**config.mk**
```make
export PLATFORM = sky130hd
export DESIGN_NAME = rsi_fifo
export DESIGN_NICKNAME = d
export VERILOG_FILES = /design/src/rtl/rsi_pkg.sv /design/src/rtl/rsi_fifo.sv
export SDC_FILE = /design/constraint.sdc
export NUM_CORES = 1
export LEC_CHECK = 0
export BUFFER_PORTS_ARGS = -buffer_cell sky130_fd_sc_hd__buf_2
export CAP_MARGIN = 20
export CORE_ASPECT_RATIO = 1.4
export CORE_MARGIN = 4
export CORE_UTILIZATION = 35
export DETAILED_ROUTE_END_ITERATION = 8
export REMOVE_ABC_BUFFERS = 1
export SETUP_SLACK_MARGIN = 0.15
export SLEW_MARGIN = 10
export SYNTH_ARGS = -nofsm -noshare
export SYNTH_HDL_FRONTEND = slang
export SYNTH_SLANG_ARGS = --single-unit
```
**constraint.sdc**
```tcl
create_clock -name clk_i -period 7.1 [get_ports clk_i]
set_clock_uncertainty 0.1 [all_clocks]
set_input_delay 1.065 -clock clk_i [delete_from_list [all_inputs] [get_ports clk_i]]
set_output_delay 1.065 -clock clk_i [all_outputs]
set_load 0.02 [all_outputs]
```
**src/rtl/rsi_pkg.sv**
```systemverilog
`timescale 1ns / 1ps
package rsi_pkg;

  localparam int COORD_FRAC_BITS = 16;

  // field widths
  localparam int CW  = 32;
  localparam int RCW = 18;
  localparam int FW  = 31;

  // datapath widths
  localparam int DW        = CW + 1;
  localparam int PW        = DW + RCW;
  localparam int SW        = PW + 1;
  localparam int UW        = SW + 1;
  localparam int ROT_SHIFT = 16;
  localparam int LOW_W     = 27;
  localparam int HI_W      = UW - LOW_W;
  localparam int NW        = DW + UW + 1;
  localparam int AW        = NW + COORD_FRAC_BITS;
  localparam int SNW       = 2 * UW + 1;
  localparam int SPW       = SNW + 1;
  localparam int RW        = NW + FW + 1;

  localparam int NST        = FW + 1;
  localparam int FST        = 8;
  localparam int FIFO_DEPTH = 4;
  localparam int NORM_LIMIT = 65536;

  localparam int APB_AW = 5;
  localparam int APB_DW = 32;

  localparam logic [2:0] REG_EDGE_START_X = 3'd0;
  localparam logic [2:0] REG_EDGE_START_Y = 3'd1;
  localparam logic [2:0] REG_EDGE_END_X   = 3'd2;
  localparam logic [2:0] REG_EDGE_END_Y   = 3'd3;
  localparam logic [2:0] REG_OFFSET_X     = 3'd4;
  localparam logic [2:0] REG_OFFSET_Y     = 3'd5;
  localparam logic [2:0] REG_ROT_COS      = 3'd6;
  localparam logic [2:0] REG_ROT_SIN      = 3'd7;

  typedef struct packed {
    logic [CW-1:0]  edge_start_x;
    logic [CW-1:0]  edge_start_y;
    logic [CW-1:0]  edge_end_x;
    logic [CW-1:0]  edge_end_y;
    logic [CW-1:0]  offset_x;
    logic [CW-1:0]  offset_y;
    logic [RCW-1:0] rot_cos;
    logic [RCW-1:0] rot_sin;
  } cfg_t;

  typedef struct packed {
    logic          miss;
    logic          flip;
    logic [AW-1:0] a;
    logic [NW-1:0] b;
    logic [FW-1:0] maxf;
  } ent_t;

  typedef struct packed {
    logic           busy;
    logic [RCW-1:0] wxp;
    logic [RCW-1:0] wxn;
    logic [RCW-1:0] wyp;
    logic [RCW-1:0] wyn;
  } nrm_t;

endpackage

```
**src/rtl/rsi_fifo.sv**
```systemverilog
`timescale 1ns / 1ps
module rsi_fifo import rsi_pkg::*; (
  input  logic clk_i,
  input  logic rst_ni,
  input  logic push_i,
  input  ent_t ent_i,
  input  logic pop_i,
  output ent_t ent_o,
  output logic full_o,
  output logic avail_o
);

  localparam int PTR_W = $clog2(FIFO_DEPTH);

  ent_t mem_q [FIFO_DEPTH];
  logic [PTR_W-1:0] wr_q, rd_q;
  logic [PTR_W:0] cnt_q;

  always_ff @(posedge clk_i or negedge rst_ni) begin
    if (!rst_ni) begin
      wr_q  <= '0;
      rd_q  <= '0;
      cnt_q <= '0;
    end else begin
      if (push_i) wr_q <= wr_q + 1'b1;
      if (pop_i) rd_q <= rd_q + 1'b1;
      cnt_q <= cnt_q + (PTR_W+1)'(push_i) - (PTR_W+1)'(pop_i);
    end
  end

  always_ff @(posedge clk_i) begin
    if (push_i) mem_q[wr_q] <= ent_i;
  end

  assign ent_o   = mem_q[rd_q];
  assign full_o  = (cnt_q == (PTR_W+1)'(FIFO_DEPTH));
  assign avail_o = (cnt_q != '0);

endmodule

```
# Yosys cells after proc, flatten, opt, wreduce, memory -nomap -nowiden
# Memory sizes are Yosys's and may differ from the RTL's.
# Index checks and enable logic that the tools add are counted.
[totals]
mem_bits_rw = 892
register_bits = 7
memories = 1
output_inout_bits = 225
[classes]
n_mux = 2
n_reduce_logical = 1
eq_ne = 1
addsub = 4
[mem_list]
columns = ["memory", "words", "word_bits", "read_ports", "rd_ports_with_merged_regs", "write_ports", "line", "text"]
rows = [
  ["mem_q", 4, 223, 1, 0, 1, "rsi_fifo.sv:15", "ent_t mem_q [FIFO_DEPTH];"],
]
[ops]
columns = ["op", "count"]
rows = [
  ["adder 2 x 1 -> 2 bit (second input constant)", 2],
  ["adder 3 x 1 -> 3 bit", 1],
  ["== test 3 bit (second input constant)", 1],
  ["nonzero test 3 bit", 1],
  ["subtractor 3 x 1 -> 3 bit", 1],
  ["two-way mux 1 bit", 2],
]

# Depth between registers and ports, before layout
# Gate-level depths: netlist (run 1).
[logic_depth]
ltp_word = 2
mapped_depth = 7
ltp_nobuf = 7

# Worst setup path before layout (run 1)
# Ideal clock, no wire load.
[synth_path]
path_kind = "input port to flip-flop"
startpoint = "input push_i"
endpoint = "memory mem_q[0][0] (netlist name) (enable)"
arrival_time_ns = 6.115
cell_stages = 1
setup_slack_ns = 0.274
path_cell_list = "and2_1"
[synth_between]
elab_chain_len = 2
[synth_lines]
columns = ["item", "line", "text"]
rows = [
  ["start, declared", "rsi_fifo.sv:5", "input logic push_i,"],
  ["two-way mux 1 bit", "rsi_fifo.sv:32", "if (push_i) mem_q[wr_q] <= ent_i;"],
  ["two-way mux 1 bit (implied by the code)", "rsi_fifo.sv:32", ""],
  ["end, declared", "rsi_fifo.sv:15", ""],
]
# Every way passes these cells.

==> qor.yml, run 1 <==
routing:
  wl_per_cell_um: 23.21
  drtAntennaViolNets: 0
  drt-initial-drc-count: 854
  dr.pass1.iters: 5
  wl_mm: 69.47
  viasPerCell: 4.872
  post-route-drc-count: 0
  via_count: 14580
sta:
  worstMarginPinSlew_ps: 996.7
  hold_viol_final: 0
  grt_setup_unrepaired: "false"
  slew_violations: 0
  period_needed_ps: 4453
  max-slew-margin-rel_pct: 33.56
  setup_viol: 0
  fin_tns_setup_ps: 0
  fin_crit_sh_pct: 62.72
  fmax_ghz: 0.2246
synthesis:
  synthCells: 1199
  synth_area_per_cell_sq_um: 27.15
  ys.flop_type: "edfxtp_1"
  synth_seq_cells: 899
  synth_top_area_share_pct: 82.29
  synth_area_leader_cell: "edfxtp_1"
  synthArstFlopShare_pct: 0.7786
  ys_warn_count: 0
  netlist_area_sq_um: 32550
  synthTopCellsByCount: "892 x edfxtp_1, 223 x mux4_2, 26 x buf_2"
  netlist-cell-type-count: 16
  synth_edf_count: 892
  synth_area_leaders: "edfxtp_1 82%, mux4_2 15%, buf_6 0.62%, dfrtp_1 0.54%, buf_2 0.40%"
  synth-seq-area-share_pct: 82.83
  synth_most_common_cell: "edfxtp_1"
cts:
  cts_resized: 0
  tritoncts: "built"
  cts_root_buf: "clkbuf_16"
  cts_buffer_depth: 3
  clk_latency_ps: 670
  htreeDepth: 3
  cts_buffers: 85
  cts.sinks: 899
  post_cts_buffers: 0
  path_clk_slew_ps: 60
  hold_buffers: 0
floorplanning:
  row_count: 132
  core-area_sq_um: 92320
  dieHeight_um: 368.8
  dieArea_sq_um: 98010
  pin_count: 452
  die_w_um: 265.7
  initial_core_util_pct: 35.26
global_route:
  grt_overflow_total: 0
  grt_start_max_net_pins: 127
  grt_pass1_vias: 15680
  grt_usage_pct: 14.04
  grt_first_pass_wirelength_mm: 102.8
  antenna_found_initial: 33
job:
  maxCapViolations: 0
worst_setup_path:
  cp_data_required_time_ps: 5930
  worstPathMaxFanout: 98
  cp.arrival_ps: 3290
  reg2regPathDepth: 4
  startpoint_type: "register"
  path_class: "reg2out"
  end_kind: "primary output"
placed_design:
  post-dp-hpwl_mm: 40.80
  port_buffers: 451
  dp.cells: 2818
  gp_congestion: 0.7184
power_and_ir_drop:
  peakVddDrop_v: 0.0003240
  power_density_nw_per_um2: 435.3
  p_leak_nw: 13.03
finish:
  area_delta_synth_final_pct: 19.89
  final-instance-count-excl-fill: 2993
  final_nets: 1933
  num-fill-cells: 7969
  layout-drive-gt1-share_pct: 46.03
  postLayoutCoreUtil_pct: 42.27
worst_hold_path:
  min_path_type: "in2async"
run_status:
  status: "finished clean"
[critical path, cell delays in order, from the launching register on]
cell and delay (ps):
dfrtp_4 920, buf_12 550, mux4_2 680, buf_2 190
[report_power, final]
| group | internal, mW | leakage [nW] | switching, mW | total [mW] |
|---|---|---|---|---|
| clock network | 2.56 | 1.34 | 1.93 | 4.49 |
| logic | 2.03 | 3.42 | 3.22 | 5.25 |
| registers | 6.94 | 8.27 | 0.304 | 7.24 |
| total | 11.5 | 13.0 | 5.45 | 17.0 |
[per-stage QoR]
stage               cell area, sq um  hold slack [ps]  worst slack (ps)  power [mW]
floorplan                      32190            391.4             -3500       11.30
global placement               36210            407.4              3239       12.71
detailed placement             36210            421.2              3241       12.79
CTS                            38960            52.36              2489       17.36
global route                   38990            90.86              2347       17.80
finish                         39020            128.5              2647       16.99
[routing by layer]
layer  vias up  GRT usage, %  part of all wire (%)
li1       6279             -                     -
met1      7696         16.60                    38
met2       451         23.14                    50
met3       146         4.567                   7.8
met4        10         6.966                   4.1
met5         -             0                 0.099
[worst paths after layout]
kind | start | end | slack [ps]
max | rd_q[0]$_DFFE_PN0P_ | ent_o[113] | 2650
min | rst_ni | rd_q[1]$_DFFE_PN0P_ | 130
max reg2reg | wr_q[0]$_DFFE_PN0P_ | mem_q[0][113]$_DFFE_PP_ | 4710
min reg2reg | wr_q[0]$_DFFE_PN0P_ | wr_q[0]$_DFFE_PN0P_ | 430
max in group asynchronous | rst_ni | rd_q[0]$_DFFE_PN0P_ | 6570
min in group clk_i | wr_q[0]$_DFFE_PN0P_ | wr_q[0]$_DFFE_PN0P_ | 430
[cells by family after synthesis]
| logic type | share of synthesized area, % |
|---|---|
| flops | 82.83 |
| mux | 15.43 |
| buf+inv | 1.161 |
| simple gates | 0.1384 |
| fa+ha+maj | 0.2921 |
| xor+xnor | 0.1346 |
| compound gates | 0.01536 |
[area by class of cell]
class | count | area (sq um) | area share, %
repair buffers | 463 | 2485 | 6.368
clock inverters | 50 | 550.5 | 1.411
inverters | 6 | 22.52 | 0.05771
well taps | 1206 | 1509 | 3.867
multi-input cells | 244 | 5221 | 13.38
clock buffers | 100 | 2205 | 5.649
diodes | 25 | 62.56 | 0.1603
flip-flops and latches | 899 | 26970 | 69.11
[registers in the layout (all words and copies together) (netlist names)]
register and cells:
rd_q 2, cnt_q 3, mem_q 892, wr_q 2
[cells in the final DEF (no fill, tap or decap), types with 5 or more instances in the layout]
| master | count |
|---|---|
| dfrtp_1 | 5 |
| ha_1 | 6 |
| mux4_2 | 223 |
| bufinv_16 | 9 |
| diode_2 | 25 |
| clkbuf_1 | 14 |
| inv_1 | 6 |
| inv_6 | 6 |
| clkinv_2 | 10 |
| clkinv_1 | 17 |
| clkbuf_16 | 86 |
| buf_2 | 451 |
| buf_12 | 11 |
| edfxtp_1 | 892 |
Power figures use the tool's default switching activity.
==> run 2, diff against run 1 <==
--- a/config.mk
+++ b/config.mk
@@ -5,6 +5,7 @@
 export SDC_FILE = /design/constraint.sdc
 export NUM_CORES = 1
 export LEC_CHECK = 0
+export ABC_AREA = 1
 export BUFFER_PORTS_ARGS = -buffer_cell sky130_fd_sc_hd__buf_2
 export CAP_MARGIN = 20
 export CORE_ASPECT_RATIO = 1.4
==> constraint.sdc (replaced) <==
create_clock -name clk_i -period 3.85 [get_ports clk_i]
set_clock_uncertainty 0.1 [all_clocks]
set_input_delay 0.5775 -clock clk_i [delete_from_list [all_inputs] [get_ports clk_i]]
set_output_delay 0.5775 -clock clk_i [all_outputs]
set_load 0.02 [all_outputs]
==> run 2 against run 1 <==
Compared with the run above:
- global-route usage is 2.0 points higher
- hold slack worse by 54 ps
- die area is 16% higher
- critical endpoint is now ent_o[4]
==> qor.yml, run 2 <==
worst_hold_path:
  min_path_type: "in2reg"
synthesis:
  synthTopCellsByCount: "1,126 x nand2_1, 904 x inv_1, 892 x edfxtp_1"
  synth_area_leaders: "edfxtp_1 71%, nand2_1 11%, inv_1 9.0%, nand3_1 5.9%, buf_2 1.0%"
  synth_area_leader_cell: "edfxtp_1"
  synthArstFlopShare_pct: 0.7786
  synth_seq_cells: 899
  ys_warn_count: 0
  synth_area_per_cell_sq_um: 10.70
  netlist-cell-type-count: 16
  synth-seq-area-share_pct: 71.15
  synth_most_common_cell: "nand2_1"
  synthCells: 3540
  synth_top_area_share_pct: 70.68
  synth_edf_count: 892
  ys.flop_type: "edfxtp_1"
  netlist_area_sq_um: 37900
sta:
  worstMarginPinSlew_ps: 902.4
  max-slew-margin-rel_pct: 39.84
  fin_crit_sh_pct: 90.35
  setup_viol: 0
  slew_violations: 0
  period_needed_ps: 3479
  grt_setup_unrepaired: "false"
  hold_viol_final: 0
  fin_ws_ps: 371.5
  fmax_ghz: 0.2875
  fin_tns_setup_ps: 0
power_and_ir_drop:
  pwr-share-seq_pct: 37.2
  p_total_mw: 35.54
  p_leak_nw: 21.53
  cell_internal_pwr_mw: 21.46
  switchingPower_mw: 14.08
  pwr-share-comb_pct: 39.2
  power_density_nw_per_um2: 756.1
  swShare_pct: 39.61
  peakVddDrop_v: 0.0007474
  power_frac_clock_pct: 23.6
global_route:
  grt_first_pass_wirelength_mm: 141.6
  grt_start_max_net_pins: 143
  grt_pass1_vias: 25350
  antenna_found_initial: 8
  grt_overflow_total: 0
  grt_usage_pct: 16.01
floorplanning:
  row_count: 142
  pin_count: 452
  dieArea_sq_um: 113700
  dieHeight_um: 397.3
  initial_core_util_pct: 35.31
  core-area_sq_um: 107300
  die_w_um: 286.1
worst_setup_path:
  critical-path-top-delay-family: "buffers and inverters"
  cpMaxStageDelayCell: "dfrtp_4"
  crit_chain: "buf_12 -> buf_4 -> nand2_1 -> nand3_1 -> nand2_1 -> buf_2"
  critPathMostFrequentCell: "nand2_1"
  worst-path-buf-inv: 3
  startpoint_type: "register"
  path_class: "reg2out"
  cp.arrival_ps: 2800
  worstPathMaxFanout: 92
  cp_data_required_time_ps: 3170
  end_kind: "primary output"
  max_stage_delay_ps: 650
placed_design:
  post-place-ws_ps: 1109
  post-dp-hpwl_mm: 55.55
  dp.cells: 5351
  port_buffers: 451
  gp_congestion: 0.7643
cts:
  cts_buffers: 88
  tritoncts: "built"
  cts_root_buf: "clkbuf_16"
  hold_buffers: 222
  path_clk_slew_ps: 60
  htreeDepth: 3
  cts_resized: 0
  cts.sinks: 899
  clk_latency_ps: 660
  post_cts_buffers: 0
  cts_buffer_depth: 3
routing:
  via_count: 25100
  wl_per_cell_um: 16.12
  wl_mm: 92.53
  routed-wl-met3_mm: 4.931
  top_layer: "met5"
  wl_met2_mm: 47.05
  wl_met1_mm: 37.50
  post-route-drc-count: 0
  dr.pass1.iters: 4
  viasPerCell: 4.374
  drtAntennaViolNets: 0
  drt-initial-drc-count: 1312
finish:
  regArea_sq_um: 26970
  final-instance-count-excl-fill: 5739
  final_nets: 4457
  num-fill-cells: 9963
  reg_top3: "mem_q x892, cnt_q x3"
  area_delta_synth_final_pct: 24.04
  largest_reg_flops: 892
  final_common_cell: "nand2_1"
  largest_register: "mem_q"
  final_cell_mix: "1,126 x nand2_1, 900 x inv_1, 892 x edfxtp_1"
  layout-drive-gt1-share_pct: 15.14
  postLayoutCoreUtil_pct: 43.80
  multi_input_area_sq_um: 6600
job:
  maxCapViolations: 0
run_status:
  status: "finished clean"
==> run 2: power groups by stage <==
stage	clock network (mW)	registers, mW	logic, mW
finish	8.40	13.2	13.9
global route	9.06	13.3	15.3
CTS	8.65	13.2	14.2
detailed placement	0	13.4	14.0
global placement	0	13.4	13.8
floorplan	0	14.1	6.87
==> run 2: final cells by class <==
class                           count  area share, %
Antenna cell                        6        0.03194
Multi-Input combinational cell   1586          14.04
Sequential cell                   899          57.37
Timing Repair Buffer              742          11.40
Tap cell                         1440          3.833
Clock buffer                      110          4.906
Clock inverter                     50          1.067
Inverter                          906          7.342
==> run 2: worst register-to-register path: cells and delay by family, from the launching register on <==
family	cells	cell delay (ps)
fa+ha+maj	1	140
buf+inv	3	1130
flops	1	420
simple gates	1	120
==> run 2: logic make-up (layout without fill, tap and decap cells) <==
logic type                 after synthesis  count (layout)  synth area share [%]
AOI/OAI and AO/OA                        1               1               0.01319
xor gates and xnor gates                 3               3               0.06935
adders and majority gates                7               7                0.2509
buffers and inverters                 1055            1808                 11.44
DFF                                    899             899                 71.15
other                                    0               6                     0
and+or+nand+nor                       1575            1575                 17.08
==> run 2: worst paths after layout <==
check                           cells past startpoint  slack, ps           startpoint                 endpoint
max in group asynchronous                           2       3250               rst_ni      rd_q[1]$_DFFE_PN0P_
worst min register to register                      2        420   cnt_q[1]$_DFF_PN0_       cnt_q[2]$_DFF_PN0_
min in group asynchronous                           2        200               rst_ni      rd_q[0]$_DFFE_PN0P_
worst max register to register                      5       1600  wr_q[0]$_DFFE_PN0P_  mem_q[0][115]$_DFFE_PP_
worst max-delay path                                6        370  rd_q[0]$_DFFE_PN0P_                 ent_o[4]
worst min-delay path                                1         70            ent_i[60]   mem_q[1][60]$_DFFE_PP_
==> run 2: metrics by stage <==
step | hold slack [ps] | instance area [sq um]
after floorplan | 181.9 | 36970
after global placement | 337.3 | 41960
after detailed placement | 338.5 | 41960
after CTS | 0.8442 | 46990
after global routing | 38.28 | 47000
final | 74.60 | 47000
==> run 2: layer usage <==
| metal | up-vias | GRT usage (%) |
|---|---|---|
| met2 | 595 | 28.75 |
| met3 | 144 | 2.854 |
| met5 | - | 0 |
| li1 | 12420 | - |
| met4 | 4 | 6.221 |
| met1 | 11940 | 19.07 |
